--- src/hdl/plo_pkg.sv ---
`timescale 1ns / 1ps

package plo_pkg;

   // default and largest list depth
   localparam int DefDepth = 32;
   localparam int MaxDepth = 64;

   // slot index width, wide enough for the largest depth
   localparam int SlotW = $clog2(MaxDepth);

   // operation codes
   localparam logic [2:0] OpInsHead = 3'd0;
   localparam logic [2:0] OpInsTail = 3'd1;
   localparam logic [2:0] OpInsPos  = 3'd2;
   localparam logic [2:0] OpDelHead = 3'd3;
   localparam logic [2:0] OpDelTail = 3'd4;
   localparam logic [2:0] OpDelPos  = 3'd5;
   localparam logic [2:0] OpDisplay = 3'd6;

   // status codes
   localparam logic [1:0] StOk     = 2'd0;
   localparam logic [1:0] StEmpty  = 2'd1;
   localparam logic [1:0] StBadPos = 2'd2;
   localparam logic [1:0] StFull   = 2'd3;

   typedef struct packed {
      logic [2:0]         operation;
      logic signed [31:0] element;
      logic [7:0]         position;
   } plo_req_type;

   typedef struct packed {
      logic [1:0]         status;
      logic signed [31:0] value;
      logic [5:0]         index;
      logic               last;
   } plo_rsp_type;

   // what every cell does with its stored value
   typedef enum logic [1:0] {
      CellHold,
      CellInsert,
      CellDelete,
      CellRotate
   } plo_mode_type;

   // command broadcast along the chain
   typedef struct packed {
      plo_mode_type     mode;
      logic [SlotW-1:0] slot;
   } plo_cmd_type;

   typedef enum logic {
      StateIdle,
      StateDisplay
   } plo_state_type;

endpackage

--- src/hdl/plo_cell.sv ---
`timescale 1ns / 1ps

module plo_cell
   import plo_pkg::*;
#(
   parameter int IDX = 0
) (
   input  logic               clock,
   input  plo_cmd_type        cmd,
   input  logic signed [31:0] element,
   input  logic signed [31:0] left_value,
   input  logic signed [31:0] right_value,
   input  logic signed [31:0] head_value,
   output logic signed [31:0] value
);

   localparam logic [SlotW-1:0] Pos = SlotW'(IDX);

   logic signed [31:0] value_ff;
   logic signed [31:0] value_in;

   // pick the next value from the neighbors
   always_comb begin
      value_in = value_ff;
      case (cmd.mode)
         CellInsert: begin
            if (Pos > cmd.slot) begin
               value_in = left_value;
            end else if (Pos == cmd.slot) begin
               value_in = element;
            end
         end
         CellDelete: begin
            if (Pos >= cmd.slot) begin
               value_in = right_value;
            end
         end
         CellRotate: begin
            // the tail cell wraps the head around
            if (Pos == cmd.slot) begin
               value_in = head_value;
            end else begin
               value_in = right_value;
            end
         end
         default: begin
            value_in = value_ff;
         end
      endcase
   end

   always_ff @(posedge clock) begin
      value_ff <= value_in;
   end

   assign value = value_ff;

endmodule

--- src/hdl/positional_ordered_list.sv ---
`timescale 1ns / 1ps

// channel | dir | handshake             | beat
// req     | in  | req_valid / req_ready | plo_req_type: operation, element, position
// rsp     | out | rsp_valid / rsp_ready | plo_rsp_type: status, value, index, last
//
// Insert and delete shift every cell of the chain at once.
// Display sends one beat per stored value; the chain
// rotates by one cell per beat and is back in order after the last one.
// Reset clears the length, the count, the state and the output valid flag; cells and output data keep junk.
// A stalled rsp holds the output register; req_ready drops until it frees up.

module positional_ordered_list
   import plo_pkg::*;
#(
   parameter int DEPTH = DefDepth
) (
   input  logic        clock,
   input  logic        reset,
   input  logic        req_valid,
   output logic        req_ready,
   input  plo_req_type req_data,
   output logic        rsp_valid,
   input  logic        rsp_ready,
   output plo_rsp_type rsp_data
);

   localparam int LenW = $clog2(DEPTH + 1);
   localparam int CntW = $clog2(DEPTH);

   plo_state_type      state_ff;
   plo_state_type      state_in;
   logic [LenW-1:0]    len_ff;
   logic [LenW-1:0]    len_in;
   logic [CntW-1:0]    count_ff;
   logic [CntW-1:0]    count_in;
   logic               rsp_valid_ff;
   logic               rsp_valid_in;
   plo_rsp_type        rsp_data_ff;
   plo_rsp_type        rsp_data_in;
   logic               load;
   plo_cmd_type        cmd;
   logic               out_free;
   logic               accept;
   logic               full;
   logic               empty;
   logic               disp_last;
   logic [8:0]         pos9;
   logic [8:0]         len9;
   logic [SlotW-1:0]   tail_slot;
   logic signed [31:0] cell_value [DEPTH];

   // cell chain
   for (genvar g = 0; g < DEPTH; g++) begin : g_cell
      logic signed [31:0] left_value;
      logic signed [31:0] right_value;

      if (g == 0) begin : g_first
         assign left_value = req_data.element;
      end else begin : g_mid_left
         assign left_value = cell_value[g-1];
      end

      if (g == DEPTH - 1) begin : g_tail
         assign right_value = cell_value[g];
      end else begin : g_mid_right
         assign right_value = cell_value[g+1];
      end

      plo_cell #(
         .IDX(g)
      ) u_cell (
         .clock      (clock),
         .cmd        (cmd),
         .element    (req_data.element),
         .left_value (left_value),
         .right_value(right_value),
         .head_value (cell_value[0]),
         .value      (cell_value[g])
      );
   end

   // shared decode terms
   assign out_free  = !rsp_valid_ff || rsp_ready;
   assign accept    = req_valid && req_ready;
   assign full      = (len_ff == LenW'(DEPTH));
   assign empty     = (len_ff == '0);
   assign pos9      = {1'b0, req_data.position};
   assign len9      = 9'(len_ff);
   assign tail_slot = SlotW'(len_ff - LenW'(1));
   assign disp_last = ((LenW'(count_ff) + LenW'(1)) == len_ff);

   // next state
   always_comb begin
      state_in = state_ff;
      unique case (state_ff)
         StateIdle: begin
            if (accept && req_data.operation == OpDisplay && !empty) begin
               state_in = StateDisplay;
            end
         end
         StateDisplay: begin
            if (out_free && disp_last) begin
               state_in = StateIdle;
            end
         end
         default: begin
            state_in = StateIdle;
         end
      endcase
   end

   // outputs, chain command and counters
   always_comb begin
      req_ready   = 1'b0;
      cmd.mode    = CellHold;
      cmd.slot    = '0;
      load        = 1'b0;
      rsp_data_in = '0;
      len_in      = len_ff;
      count_in    = count_ff;
      unique case (state_ff)
         StateIdle: begin
            req_ready = out_free;
            if (accept) begin
               rsp_data_in.last = 1'b1;
               case (req_data.operation)
                  OpInsHead, OpInsTail: begin
                     load = 1'b1;
                     if (full) begin
                        rsp_data_in.status = StFull;
                     end else begin
                        cmd.mode = CellInsert;
                        cmd.slot = (req_data.operation == OpInsHead) ? '0 :
                                   SlotW'(len_ff);
                        len_in   = len_ff + LenW'(1);
                     end
                  end
                  OpInsPos: begin
                     load = 1'b1;
                     if (pos9 == '0 || pos9 > len9 + 9'd1) begin
                        rsp_data_in.status = StBadPos;
                     end else if (full) begin
                        rsp_data_in.status = StFull;
                     end else begin
                        cmd.mode = CellInsert;
                        cmd.slot = SlotW'(req_data.position - 8'd1);
                        len_in   = len_ff + LenW'(1);
                     end
                  end
                  OpDelHead, OpDelTail: begin
                     load = 1'b1;
                     if (empty) begin
                        rsp_data_in.status = StEmpty;
                     end else begin
                        cmd.mode = CellDelete;
                        cmd.slot = (req_data.operation == OpDelHead) ? '0 : tail_slot;
                        len_in   = len_ff - LenW'(1);
                     end
                  end
                  OpDelPos: begin
                     load = 1'b1;
                     if (empty) begin
                        rsp_data_in.status = StEmpty;
                     end else if (pos9 == '0 || pos9 > len9) begin
                        rsp_data_in.status = StBadPos;
                     end else begin
                        cmd.mode = CellDelete;
                        cmd.slot = SlotW'(req_data.position - 8'd1);
                        len_in   = len_ff - LenW'(1);
                     end
                  end
                  OpDisplay: begin
                     count_in = '0;
                     if (empty) begin
                        load               = 1'b1;
                        rsp_data_in.status = StEmpty;
                     end
                  end
                  default: begin
                     load = 1'b0;
                  end
               endcase
            end
         end
         StateDisplay: begin
            // one beat per value, rotating the head out
            if (out_free) begin
               load               = 1'b1;
               rsp_data_in.status = StOk;
               rsp_data_in.value  = cell_value[0];
               rsp_data_in.index  = 6'(count_ff);
               rsp_data_in.last   = disp_last;
               cmd.mode           = CellRotate;
               cmd.slot           = tail_slot;
               count_in           = count_ff + CntW'(1);
            end
         end
         default: begin
            req_ready = 1'b0;
         end
      endcase
   end

   // output register
   always_comb begin
      if (load) begin
         rsp_valid_in = 1'b1;
      end else if (rsp_ready) begin
         rsp_valid_in = 1'b0;
      end else begin
         rsp_valid_in = rsp_valid_ff;
      end
   end

   always_ff @(posedge clock) begin
      if (reset) begin
         state_ff     <= StateIdle;
         len_ff       <= '0;
         count_ff     <= '0;
         rsp_valid_ff <= 1'b0;
      end else begin
         state_ff     <= state_in;
         len_ff       <= len_in;
         count_ff     <= count_in;
         rsp_valid_ff <= rsp_valid_in;
      end
   end

   always_ff @(posedge clock) begin
      if (load) begin
         rsp_data_ff <= rsp_data_in;
      end
   end

   assign rsp_valid = rsp_valid_ff;
   assign rsp_data  = rsp_data_ff;

endmodule

--- config.mk ---
export PLATFORM = sky130hd
export DESIGN_NAME = positional_ordered_list
export DESIGN_NICKNAME = d
export VERILOG_FILES = /design/src/hdl/plo_pkg.sv /design/src/hdl/plo_cell.sv /design/src/hdl/positional_ordered_list.sv
export SDC_FILE = /design/constraint.sdc
export NUM_CORES = 2
export LEC_CHECK = 0
export BUFFER_PORTS_ARGS = -buffer_cell sky130_fd_sc_hd__buf_2
export CORE_UTILIZATION = 43
export DETAILED_ROUTE_END_ITERATION = 10
export GPL_TIMING_DRIVEN = 0
export SKIP_LAST_GASP = 1
export SLEW_MARGIN = 20
export SYNTH_ARGS = -nofsm -noshare
export SYNTH_HDL_FRONTEND = slang
export SYNTH_HIERARCHICAL = 1
export SYNTH_SLANG_ARGS = --single-unit
--- constraint.sdc ---
create_clock -name clock -period 48 [get_ports clock]
set_clock_uncertainty 0.15 [all_clocks]
set_input_delay 2.4 -clock clock [delete_from_list [all_inputs] [get_ports clock]]
set_output_delay 2.4 -clock clock [all_outputs]
set_load 0.01 [all_outputs]
==> impl_metrics.py <==
metrics = {
    "power_and_ir_drop": {
        "switchingPower_mw": 1.05,
        "power_frac_seq_pct": 42.2,
        "ir_worst_vdd_uv": 42.9,
        "p_sw_share_pct": 33.8,
        "combPwrFrac_pct": 26.1,
        "intPower_mw": 2.06,
        "p_clk_share_pct": 31.7,
        "power.leakage_nw": 30.0,
        "power_density_nw_per_um2": 38.0,
    },
    "yosys": {
        "ys_types": 130,
        "synthTopCellsByCount": "1064 x edfxtp_1, 599 x mux2i_1, 480 x nand2_1, 435 x o21ai_1, 403 x a22oi_1",
        "syn_area_um2": 70500,
        "avgSynthCellArea_um2": 10.6,
        "syn-num-nets": 6702,
        "yosys.area.top_type": "edfxtp_1",
        "synth_area_leaders": "edfxtp_1 45%, mux2i_1 8.5%, a22oi_1 4.3%, o21ai_1 3.1%, o21ai_0 2.7%",
        "synthCells": 6637,
        "synth_top_area_share_pct": 45.3,
        "synth_edf_count": 1064,
        "synth_seq_cells": 1077,
        "ys_seq_area_share_pct": 45.7,
        "ys_warn_count": 6,
        "synthArstFlopShare_pct": 0,
        "synthFlopType": "edfxtp_1",
        "yosysMostFrequentCell": "edfxtp_1",
    },
    "global_route": {
        "track_usage_pct": 38.6,
        "grt_pass1_wl_mm": 461,
        "overflow": 0,
        "grt_start_max_net_pins": 34,
        "grt_pass1_vias": 63200,
        "grt_antenna_before_repair": 15,
    },
    "clocking": {
        "clk_pin_slew_ns": 0.06,
        "clock-root-buffer": "clkbuf_16",
        "cts_hold_buf": 0,
        "clockBufferDepth": 3,
        "tritoncts": "built",
        "numCtsBuffers": 130,
        "cts_setup_buffers": 0,
        "cts_max_level": 4,
        "clock_latency_ns": 0.79,
        "cts_sinks": 1077,
        "post_cts_resized": 0,
    },
    "final_layout": {
        "fill_cells": 14600,
        "syn2layout_area_growth_pct": 16.1,
        "nets": 7122,
        "final_util_pct": 50.3,
        "drive_gt1_share_pct": 16.4,
        "finalInstanceArea_um2": 81800,
    },
    "floorplanning": {
        "initial_core_util_pct": 43.3,
        "die_h_um": 407,
        "die_area_um2": 166000,
        "num_rows": 148,
        "fp.coreArea_um2": 163000,
        "io-pin-count": 90,
        "dieWidth_um": 407,
    },
    "drt": {
        "drc": 0,
        "drt-total-wl_mm": 329,
        "drtIter0Drc": 11600,
        "vias_per_cell": 7.14,
        "wl_per_cell_um": 35.2,
        "vias": 66700,
        "dr.pass1.iters": 8,
        "ant_nets": 0,
    },
    "worst_setup_path": {
        "critPathMaxFanout": 10,
        "timing.rr.start": "len_ff[2]",
        "critPathCaptureType": "flop",
        "regToRegEndpoint": "g_cell[9].u_cell/value[13]",
        "reg2reg_depth": 21,
        "startpoint_type": "input port",
        "cp.arrival_ns": 7.24,
        "critical_path_class": "in -> reg",
        "ff2ff_setup_slack_ns": 41.42,
        "critPathRequiredTime_ns": 48.33,
    },
    "placed_design": {
        "post_dp_cell_area_um2": 77800,
        "place.gp.congestion": 0.969,
        "dp_hpwl_mm": 239,
        "port_buffers": 86,
        "pre_cts_slack_ns": 40.05,
    },
    "timing": {
        "min_period_ns": 6.91,
        "period_share_pct": 14.4,
        "hold_violations": 0,
        "fin_ws_ns": 41.09,
        "slew_viol_final": 0,
        "fin_tns_setup_ns": 0,
        "rsz0062_at_grt": "false",
        "fmax_ghz": 0.145,
        "worst_pin_slew_ns": 1.19,
        "hold_ws_ns": 0.376,
        "setup-violations-final": 0,
        "slew_headroom_pct": 20.1,
    },
    "flow_run": {
        "maxCapViolCount": 0,
    },
    "worst_hold_path": {
        "hold_path_startpoint": "count_ff[1]",
        "hold_depth": 2,
        "min_to": "count_ff[1]",
        "hold_path_class": "reg -> reg",
    },
    "outcome": {
        "status": "complete, no violations",
    },
}
==> worst max-delay path: stages <==
cell and delay, ns:
buf_2 0.14, inv_1 0.12, ha_1 0.33, nand4b_1 0.21, nor4_1 0.33, nor2_1 0.12
a21oi_1 0.24, o2111ai_1 0.17, o311ai_2 0.26, buf_4 0.32, buf_4 0.19, buf_4 0.21
buf_6 0.16, buf_4 0.18, buf_4 0.22, clkbuf_1 0.32, nor2_1 0.09, o41ai_2 0.63
buf_2 0.34, buf_2 0.23
==> sequential cells by signal (all words and copies together) (netlist names) <==
name / cells
g_cell.u_cell/value: 1024
rsp_data: 40
state_ff: 1
count_ff: 5
len_ff: 6
rsp_valid: 1
==> per-layer routing <==
layer | vias up | GRT usage, % | routed length [um]
met1 | 32300 | 50.4 | 122000
met2 | 5675 | 56.4 | 137000
met5 | - | 0 | 80
li1 | 27300 | - | -
met3 | 1357 | 10.1 | 43800
met4 | 10 | 25.0 | 25600
==> how the worst max path moves through the flow <==
stage                 from                     endpoint  slack, ns  depth (start not counted)
2_1_floorplan  req_data[5]   g_cell[14].u_cell/value[0]      29.60                          8
3_3_place_gp     rsp_ready    g_cell[0].u_cell/value[4]      11.37                          9
3_5_place_dp   req_data[0]  g_cell[30].u_cell/value[20]      40.05                         18
4_1_cts        req_data[0]  g_cell[30].u_cell/value[15]      40.87                         18
5_1_grt        req_data[0]   g_cell[14].u_cell/value[2]      40.86                         20
6_report       req_data[0]   g_cell[14].u_cell/value[3]      41.09                         20
==> cell usage in the layout, fill, tap and decap left out, types with 37 or more instances in the layout <==
cell type	instances
a211oi_1	77
a21oi_1	189
a221o_1	87
a22oi_1	403
a2bb2oi_1	64
a31oi_1	279
a32oi_1	167
a41oi_1	84
and2_1	42
buf_16	70
buf_2	203
buf_4	71
buf_6	121
buf_8	109
clkbuf_1	386
clkbuf_16	136
edfxtp_1	1064
inv_1	233
mux2_2	66
mux2i_1	599
nand2_1	480
nand2b_1	135
nand3_1	205
nand4_1	85
nor2_1	85
nor3_1	82
o21a_1	37
o21ai_0	381
o21ai_1	434
o21ai_2	39
o221ai_1	41
o221ai_2	116
o31a_1	126
==> metrics by stage <==
stage / instances / total power [mW]
after floorplan: 6637 / 1.75
after global placement: 8898 / 2.05
after detailed placement: 9100 / 2.10
after CTS: 9332 / 3.07
after global routing: 9332 / 3.17
final: 9341 / 3.11
==> area by class of cell <==
cell class              instances  area [um2]  area share (%)
multi-input cells            4627       33400            40.9
clock inverters                68         528           0.645
clock buffers                 164        3510            4.29
well taps                    2175        2720            3.33
diodes                          9        22.5          0.0275
plain buffers                 696        4190            5.12
inverters                     237         890            1.09
flip-flops and latches       1077       32200            39.4
repair buffers                288        4330            5.29
==> power by group through the flow <==
stage	logic (mW)	clock network [mW]	registers (mW)
final	0.812	0.987	1.31
after global routing	0.844	1.02	1.31
after CTS	0.778	0.989	1.30
after detailed placement	0.774	0	1.32
after global placement	0.676	0	1.37
after floorplan	0.480	0	1.27
==> kinds of logic (layout without fill, tap and decap cells) <==
| kind of cell | Yosys count | in the layout | synth area share [%] |
|---|---|---|---|
| adders and majority gates | 40 | 40 | 0.632 |
| buffers and inverters | 933 | 1453 | 7.20 |
| muxes | 665 | 665 | 9.56 |
| other | 1 | 10 | 0.00532 |
| xor gates and xnor gates | 17 | 17 | 0.211 |
| DFF | 1077 | 1077 | 45.7 |
| AOI/OAI and AO/OA | 2648 | 2648 | 27.3 |
| and+or+nand+nor | 1256 | 1256 | 9.42 |
Note: power is estimated with default switching activity, not from simulation.
